===== config.mk =====
export PLATFORM = sky130hd
export DESIGN_NAME = config_file_tokenizer_core
export DESIGN_NICKNAME = d
export VERILOG_FILES = /design/src/rtl/cft_pkg.sv /design/src/rtl/cft_lex.sv /design/src/rtl/config_file_tokenizer_core.sv
export SDC_FILE = /design/constraint.sdc
export NUM_CORES = 1
export LEC_CHECK = 0
export ABC_AREA = 1
export BUFFER_PORTS_ARGS = -buffer_cell sky130_fd_sc_hd__buf_2
export CAP_MARGIN = 0
export CORE_ASPECT_RATIO = 0.7
export CORE_MARGIN = 4
export CORE_UTILIZATION = 60
export DETAILED_ROUTE_END_ITERATION = 8
export HOLD_SLACK_MARGIN = 0.06
export PLACE_DENSITY = 0.81
export SYNTH_ARGS = -nofsm -noshare
export SYNTH_HDL_FRONTEND = slang
export SYNTH_SLANG_ARGS = --single-unit

===== constraint.sdc =====
create_clock -name aclk -period 5.93 [get_ports aclk]
set_clock_uncertainty 0.15 [all_clocks]
set_input_delay 0.8895 -clock aclk [delete_from_list [all_inputs] [get_ports aclk]]
set_output_delay 0.8895 -clock aclk [all_outputs]
set_load 0.1 [all_outputs]

===== src/rtl/cft_pkg.sv =====
package cft_pkg;

    localparam int LINE_BITS_DEF = 16;
    localparam int LINE_OUT_W    = 16;
    localparam int MAX_RES       = 3;

    // Lexer modes, one-hot.
    typedef enum logic [5:0] {
        MODE_NORMAL  = 6'b000001,
        MODE_WORD    = 6'b000010,
        MODE_ESC     = 6'b000100,
        MODE_QUOTE   = 6'b001000,
        MODE_COMMENT = 6'b010000,
        MODE_HALT    = 6'b100000
    } mode_t;

    typedef enum logic [2:0] {
        EV_TEXT    = 3'd0,
        EV_DONE    = 3'd1,
        EV_OPEN    = 3'd2,
        EV_CLOSE   = 3'd3,
        EV_SEMI    = 3'd4,
        EV_UNKNOWN = 3'd5,
        EV_EOF     = 3'd6,
        EV_UNTERM  = 3'd7
    } event_t;

    localparam logic KIND_DATA = 1'b0;
    localparam logic KIND_EOI  = 1'b1;

    localparam logic [7:0] CH_HASH    = 8'h23;
    localparam logic [7:0] CH_NL      = 8'h0A;
    localparam logic [7:0] CH_OPEN    = 8'h7B;
    localparam logic [7:0] CH_CLOSE   = 8'h7D;
    localparam logic [7:0] CH_SEMI    = 8'h3B;
    localparam logic [7:0] CH_BSLASH  = 8'h5C;
    localparam logic [7:0] CH_QUOTE   = 8'h22;
    localparam logic [7:0] CH_SPACE   = 8'h20;
    localparam logic [7:0] CH_TAB     = 8'h09;
    localparam logic [7:0] CH_CR      = 8'h0D;
    localparam logic [7:0] CH_PRT_LO  = 8'h20;
    localparam logic [7:0] CH_PRT_HI  = 8'h7E;

    typedef struct packed {
        event_t     ev;
        logic [7:0] data;
    } res_t;

    // All results caused by one input word.
    typedef struct packed {
        logic [1:0]   cnt;
        res_t [2:0]   res;
    } group_t;

    typedef struct packed {
        mode_t  mode;
        logic   line_inc;
        logic   line_clr;
        group_t grp;
    } lex_out_t;

endpackage


===== src/rtl/cft_lex.sv =====
module cft_lex (
    input  logic              kind,
    input  logic [7:0]        data_byte,
    input  cft_pkg::mode_t    mode,
    output cft_pkg::lex_out_t lex
);

    // Outcome of a byte seen between tokens: at most two results.
    typedef struct packed {
        cft_pkg::mode_t      mode;
        logic                inc;
        logic [1:0]          cnt;
        cft_pkg::res_t [1:0] res;
    } bt_t;

    function automatic cft_pkg::res_t mk(input cft_pkg::event_t ev, input logic [7:0] b);
        cft_pkg::res_t r;
        r.ev   = ev;
        r.data = b;
        return r;
    endfunction

    function automatic logic is_space(input logic [7:0] c);
        return c inside {cft_pkg::CH_SPACE, [cft_pkg::CH_TAB:cft_pkg::CH_CR]};
    endfunction

    function automatic bt_t between(input logic [7:0] c);
        bt_t r;
        r.mode = cft_pkg::MODE_NORMAL;
        r.inc  = 1'b0;
        r.cnt  = 2'd0;
        r.res  = '0;
        if (c == cft_pkg::CH_NL) begin
            r.inc = 1'b1;
        end else if (is_space(c)) begin
            r.cnt = 2'd0;
        end else if (c == cft_pkg::CH_HASH) begin
            r.mode = cft_pkg::MODE_COMMENT;
        end else if (c == cft_pkg::CH_OPEN) begin
            r.cnt    = 2'd1;
            r.res[0] = mk(cft_pkg::EV_OPEN, c);
        end else if (c == cft_pkg::CH_CLOSE) begin
            r.cnt    = 2'd1;
            r.res[0] = mk(cft_pkg::EV_CLOSE, c);
        end else if (c == cft_pkg::CH_SEMI) begin
            r.cnt    = 2'd1;
            r.res[0] = mk(cft_pkg::EV_SEMI, c);
        end else if (c == cft_pkg::CH_QUOTE) begin
            r.mode = cft_pkg::MODE_QUOTE;
        end else if (!(c inside {[cft_pkg::CH_PRT_LO:cft_pkg::CH_PRT_HI]})) begin
            // A non-printable token start ends the stream for good.
            r.cnt    = 2'd2;
            r.res[0] = mk(cft_pkg::EV_UNKNOWN, c);
            r.res[1] = mk(cft_pkg::EV_EOF, 8'd0);
            r.mode   = cft_pkg::MODE_HALT;
        end else if (c == cft_pkg::CH_BSLASH) begin
            r.mode = cft_pkg::MODE_ESC;
        end else begin
            r.cnt    = 2'd1;
            r.res[0] = mk(cft_pkg::EV_TEXT, c);
            r.mode   = cft_pkg::MODE_WORD;
        end
        return r;
    endfunction

    bt_t  bt;
    logic word_end;

    assign bt       = between(data_byte);
    assign word_end = is_space(data_byte) || data_byte == cft_pkg::CH_OPEN
                   || data_byte == cft_pkg::CH_CLOSE || data_byte == cft_pkg::CH_SEMI
                   || data_byte == cft_pkg::CH_QUOTE;

    always_comb begin
        lex.mode     = mode;
        lex.line_inc = 1'b0;
        lex.line_clr = 1'b0;
        lex.grp      = '0;
        if (kind == cft_pkg::KIND_EOI) begin
            case (mode)
                cft_pkg::MODE_NORMAL, cft_pkg::MODE_COMMENT: begin
                    lex.grp.cnt    = 2'd1;
                    lex.grp.res[0] = mk(cft_pkg::EV_EOF, 8'd0);
                    lex.mode       = cft_pkg::MODE_NORMAL;
                    lex.line_clr   = 1'b1;
                end
                cft_pkg::MODE_ESC: begin
                    lex.grp.cnt    = 2'd3;
                    lex.grp.res[0] = mk(cft_pkg::EV_TEXT, cft_pkg::CH_BSLASH);
                    lex.grp.res[1] = mk(cft_pkg::EV_DONE, 8'd0);
                    lex.grp.res[2] = mk(cft_pkg::EV_EOF, 8'd0);
                    lex.mode       = cft_pkg::MODE_NORMAL;
                    lex.line_clr   = 1'b1;
                end
                cft_pkg::MODE_WORD: begin
                    lex.grp.cnt    = 2'd2;
                    lex.grp.res[0] = mk(cft_pkg::EV_DONE, 8'd0);
                    lex.grp.res[1] = mk(cft_pkg::EV_EOF, 8'd0);
                    lex.mode       = cft_pkg::MODE_NORMAL;
                    lex.line_clr   = 1'b1;
                end
                cft_pkg::MODE_QUOTE: begin
                    lex.grp.cnt    = 2'd2;
                    lex.grp.res[0] = mk(cft_pkg::EV_DONE, 8'd0);
                    lex.grp.res[1] = mk(cft_pkg::EV_UNTERM, 8'd0);
                    lex.mode       = cft_pkg::MODE_HALT;
                end
                default: begin
                    lex.mode = mode;
                end
            endcase
        end else begin
            case (mode)
                cft_pkg::MODE_NORMAL: begin
                    lex.grp.cnt    = bt.cnt;
                    lex.grp.res[0] = bt.res[0];
                    lex.grp.res[1] = bt.res[1];
                    lex.mode       = bt.mode;
                    lex.line_inc   = bt.inc;
                end
                cft_pkg::MODE_WORD: begin
                    if (word_end) begin
                        // The terminator is lexed again as if between tokens.
                        lex.grp.cnt    = 2'd1 + bt.cnt;
                        lex.grp.res[0] = mk(cft_pkg::EV_DONE, 8'd0);
                        lex.grp.res[1] = bt.res[0];
                        lex.grp.res[2] = bt.res[1];
                        lex.mode       = bt.mode;
                        lex.line_inc   = bt.inc;
                    end else if (data_byte == cft_pkg::CH_BSLASH) begin
                        lex.mode = cft_pkg::MODE_ESC;
                    end else begin
                        lex.grp.cnt    = 2'd1;
                        lex.grp.res[0] = mk(cft_pkg::EV_TEXT, data_byte);
                    end
                end
                cft_pkg::MODE_ESC: begin
                    lex.grp.cnt    = 2'd1;
                    lex.grp.res[0] = mk(cft_pkg::EV_TEXT, data_byte);
                    lex.mode       = cft_pkg::MODE_WORD;
                end
                cft_pkg::MODE_QUOTE: begin
                    lex.grp.cnt = 2'd1;
                    if (data_byte == cft_pkg::CH_QUOTE) begin
                        lex.grp.res[0] = mk(cft_pkg::EV_DONE, 8'd0);
                        lex.mode       = cft_pkg::MODE_NORMAL;
                    end else begin
                        lex.grp.res[0] = mk(cft_pkg::EV_TEXT, data_byte);
                    end
                end
                cft_pkg::MODE_COMMENT: begin
                    if (data_byte == cft_pkg::CH_NL) begin
                        lex.line_inc = 1'b1;
                        lex.mode     = cft_pkg::MODE_NORMAL;
                    end
                end
                default: begin
                    lex.mode = mode;
                end
            endcase
        end
    end

endmodule


===== src/rtl/config_file_tokenizer_core.sv =====
// Channel   Direction  Ports
// s_        in         s_valid, s_ready, s_kind, s_data_byte
// m_        out        m_valid, m_ready, m_event_res, m_out_byte, m_line_number, m_last
//
// A byte is lexed in the cycle it is accepted; its results are held in a
// three-entry result group and leave one word per cycle while m_ready is high,
// starting the next cycle. An input causing n results (zero to three) holds the
// output until all are taken; the next input is taken in the cycle the last is taken.
// aresetn is synchronous, active low; it resets the mode and group and the line count to 1.
// A stalled output holds the group, and s_ready stays low until its final word goes.
module config_file_tokenizer_core #(
    parameter int LINE_BITS = cft_pkg::LINE_BITS_DEF
) (
    input  logic        aclk,
    input  logic        aresetn,
    input  logic        s_valid,
    output logic        s_ready,
    input  logic        s_kind,
    input  logic [7:0]  s_data_byte,
    output logic        m_valid,
    input  logic        m_ready,
    output logic [2:0]  m_event_res,
    output logic [7:0]  m_out_byte,
    output logic [15:0] m_line_number,
    output logic        m_last
);

    cft_pkg::mode_t    mode_reg, mode_next;
    logic [LINE_BITS-1:0] line_reg, line_next;
    logic [15:0]       grp_line_reg;
    cft_pkg::res_t [2:0] res_reg;
    logic [1:0]        cnt_reg, cnt_next;
    logic [1:0]        idx_reg, idx_next;
    cft_pkg::lex_out_t lex;
    logic              s_acc;
    logic              at_last;
    logic [LINE_BITS+15:0] line_ext;

    cft_lex u_lex (
        .kind      (s_kind),
        .data_byte (s_data_byte),
        .mode      (mode_reg),
        .lex       (lex)
    );

    assign m_valid = idx_reg != cnt_reg;
    assign at_last = idx_reg == cnt_reg - 2'd1;
    assign s_ready = !m_valid || (at_last && m_ready);
    assign s_acc   = s_valid && s_ready;
    assign line_ext = {16'd0, line_reg};

    assign m_event_res   = res_reg[idx_reg].ev;
    assign m_out_byte    = res_reg[idx_reg].data;
    assign m_line_number = grp_line_reg;
    assign m_last        = at_last;

    always_comb begin
        mode_next = mode_reg;
        line_next = line_reg;
        cnt_next  = cnt_reg;
        idx_next  = idx_reg;
        if (s_acc) begin
            mode_next = lex.mode;
            cnt_next  = lex.grp.cnt;
            idx_next  = 2'd0;
            if (lex.line_clr) begin
                line_next = LINE_BITS'(1);
            end else if (lex.line_inc && line_reg != '1) begin
                line_next = line_reg + LINE_BITS'(1);
            end
        end else if (m_valid && m_ready) begin
            idx_next = idx_reg + 2'd1;
        end
    end

    always_ff @(posedge aclk) begin
        if (!aresetn) begin
            mode_reg <= cft_pkg::MODE_NORMAL;
            line_reg <= LINE_BITS'(1);
            cnt_reg  <= 2'd0;
            idx_reg  <= 2'd0;
        end else begin
            mode_reg <= mode_next;
            line_reg <= line_next;
            cnt_reg  <= cnt_next;
            idx_reg  <= idx_next;
        end
    end

    // Every result of one input carries the line count from before that input.
    always_ff @(posedge aclk) begin
        if (s_acc) begin
            res_reg      <= lex.grp.res;
            grp_line_reg <= line_ext[15:0];
        end
    end

`ifndef SYNTHESIS
    a_idx_range: assert property (@(posedge aclk) disable iff (!aresetn)
        idx_reg <= cnt_reg)
        else $error("result index ran past the group");

    a_mode_onehot: assert property (@(posedge aclk) disable iff (!aresetn)
        $onehot(mode_reg))
        else $error("lexer mode is not one-hot");

    a_halt_sticky: assert property (@(posedge aclk) disable iff (!aresetn)
        mode_reg == cft_pkg::MODE_HALT |=> mode_reg == cft_pkg::MODE_HALT)
        else $error("lexer left the halted mode without reset");

    a_ready_when_empty: assert property (@(posedge aclk) disable iff (!aresetn)
        !m_valid |-> s_ready)
        else $error("input stalled with no pending result");

    a_line_nonzero: assert property (@(posedge aclk) disable iff (!aresetn)
        line_reg != '0)
        else $error("line count reached zero");
`endif

endmodule


==> summary.md <==
| Metric | Value |
|---|---|
| XOR/XNOR share of the synthesized area | `0.0176` |
| Via/cell ratio | `5.76` |
| CP max FO | `14` |
| Post-route ant nets | `0` |
| Fraction of final layout cells sized beyond drive strength 1 | `0.198` |
| GR Util All Layers | `0.257` |
| Cell area after layout | `0.00444 mm2` |
| Placed Instance Area | `0.00423 mm2` |
| Simple-gate portion of the synthesized area | `0.379` |
| Post-CTS Hold Fix Bufs | `0` |
| Post_cts resized | `0` |
| Element type at the critical path end | `primary output` |
| Final hold viol count | `0` |
| Core region area | `0.00634 mm2` |
| Fin cells | `656` |
| Routability congestion estimate | `0.936` |
| First-pass GRT wire length | `16800 um` |
| Post-synthesis mux area share | `0` |
| Post-Synth Adder-Cell Area | `0.00315` |
| Nets@finish | `574` |
| Largest register FFs | `23` |
| RSZ-0062 raised after global routing | `false` |
| Tmin final | `3.10 ns` |
| Async SR Flop Fraction | `0` |
| Worst-Skew Late Latency | `0.34 ns` |
| Number of synthesized register bits | `65` |
| Peak supply drop | `0.000372 V` |
| DP Wirelength | `7240 um` |
| CTS Buffer Depth | `2` |
| WL final | `10100 um` |
| Slew headroom | `0.468` |
| Crit path kind | `register to primary output` |
| Routed vias | `3780` |
| Initial antenna violation count | `0` |
| EDFF count, synth | `39` |
| Root Buffer | `clkbuf_8` |
| Num CTS Buffers | `9` |
| Fin. max-slew vios | `0` |
| Gr ovfl total | `0` |
| # DRC | `0` |
| Final setup viols | `0` |
| Top Ports | `43` |
| DRT iter0 DRCs | `507` |
| Synth top cells by count | `120 x nand2_1, 68 x nor2_1, 40 x inv_1` |
| Hold WC Path Type | `register to register` |
| Largest cells by area after synthesis | `edfxtp_1 29%, dfxtp_1 13%, nand2_1 11%, nor2_1 6.4%, a21oi_1 4.4%` |
| H-tree Lvls | `3` |
| Mapped Cells | `517` |
| Top-count cell post-synth | `nand2_1` |
| # diodes | `0` |
| Largest family of logic cells by synthesized area | `simple AND/OR/NAND/NOR gates` |
| Max Fclk | `322 MHz` |
| Synthesized area per cell | `7.68 um2` |
| Cell row count | `24` |
| Standby leakage power | `1.82 nW` |
| Synth Flop Type | `edfxtp_1` |
| Die Ht | `76.1 um` |
| Max-cap violations | `0` |
| Starting density of the core | `0.627` |
| TritonCTS clock tree | `built` |
| Worst-Margin Slew | `0.795 ns` |
| Crit path required time | `4.89 ns` |
| Port buffer count | `42` |
| Syn nets | `531` |
| Avg WL per Cell | `15.3 um` |
| Post-CTS Setup Bufs | `0` |
| Crit path DAT | `2.06 ns` |
| CP Launch Type | `register` |
| Clk pin slew, worst setup/hold paths | `0.07 ns` |
| Inst Count DP | `640` |
| Warnings from Yosys | `0` |
| Setup TNS | `0 ns` |
| Area of the mapped netlist | `0.00397 mm2` |
| Largest net degree at the start of global routing | `57` |
| Pre-antenna DRT Iters | `5` |
| Seq/Total Area, Yosys | `0.426` |
| Outcome | `finished clean` |
| Area leader, netlist | `edfxtp_1` |
| Area Overhead vs Synth | `11.9%` |
| Yosys cell types | `42` |
| Die width | `105 um` |
| Compound-cell area share of the yosys netlist | `0.104` |
| Clock Sinks | `65` |
| Period utilisation layout | `0.523` |
| Die area | `0.00800 mm2` |
| PwrDens | `463 mW/mm2` |
| Vias in the first global route | `3399` |
| Post-synth top area share | `0.295` |
==> worst max-delay path, stage by stage (launching register included) <==
cell     delay (ns)
dfxtp_1        0.57
inv_1          0.30
nand2_1        0.18
nand3_2        0.13
nand2_2        0.12
buf_2          0.43
==> worst paths after layout <==
check / from / end / slack (ns) / cells past startpoint
worst max-delay path: idx_reg[0]$_SDFFE_PP0P_ / s_ready / 2.83 / 5
worst min-delay path: line_reg[14]$_SDFFE_PN0P_ / line_reg[14]$_SDFFE_PN0P_ / 0.38 / 2
worst max register to register: idx_reg[0]$_SDFFE_PP0P_ / line_reg[2]$_SDFFE_PN0P_ / 3.25 / 11
worst min register to register: line_reg[14]$_SDFFE_PN0P_ / line_reg[14]$_SDFFE_PN0P_ / 0.38 / 2
==> final cells by class <==
class,instances,area (um2)
multi-input combinational,388,2000
fill,520,1890
sequential,65,1690
timing repair buffer,42,210
inverter,54,208
clock buffer,10,128
tap,91,114
clock inverter,6,90.1
==> metrics by stage <==
step / power, mW / hold WS, ns / utilization / setup slack (ns)
finish: 2.06 / 0.375 / 0.701 / 2.83
detailed placement: 1.64 / 0.361 / 0.667 / 2.97
floorplan: 1.48 / 0.303 / - / 2.09
CTS: 2.06 / 0.377 / 0.701 / 2.79
global placement: 1.62 / 0.355 / 0.667 / 3.08
global route: 2.15 / 0.386 / 0.701 / 2.67
==> report_power, final <==
group / leakage (nW) / internal (mW) / switching (mW)
combinational: 1.12 / 0.168 / 0.845
sequential: 0.593 / 0.585 / 0.0369
clock: 0.109 / 0.239 / 0.181
==> kinds of logic (layout without fill, tap and decap cells) <==
family | after synthesis | after routing
buffers and inverters | 64 | 112
adders and majority gates | 1 | 1
other | 1 | 1
DFF | 65 | 65
and+or+nand+nor | 301 | 301
xor gates and xnor gates | 8 | 8
AOI/OAI and AO/OA | 77 | 77
==> placed cells by master (no fill, tap or decap), drive strengths merged, types with 4 or more instances in the layout <==
cell type / synthesis / layout
buf: 4 / 42
nand3: 42 / 42
clkinv: 2 / 4
nand4: 16 / 16
xnor2: 5 / 5
o21ai: 33 / 33
nand3b: 7 / 7
edfxtp: 39 / 39
nor2: 80 / 80
clkbuf: 6 / 10
nor3: 18 / 18
nand2: 135 / 135
dfxtp: 26 / 26
inv: 52 / 54
a21oi: 38 / 38
==> layer usage <==
layer	wire length, um	vias to the layer above	global-route usage
li1	-	1823	-
met1	4530	1701	0.395
met2	4140	237	0.350
met3	1270	19	0.0821
met4	128	0	0.0577
met5	0	-	0
No activity file was read; power rests on OpenSTA's default activity.
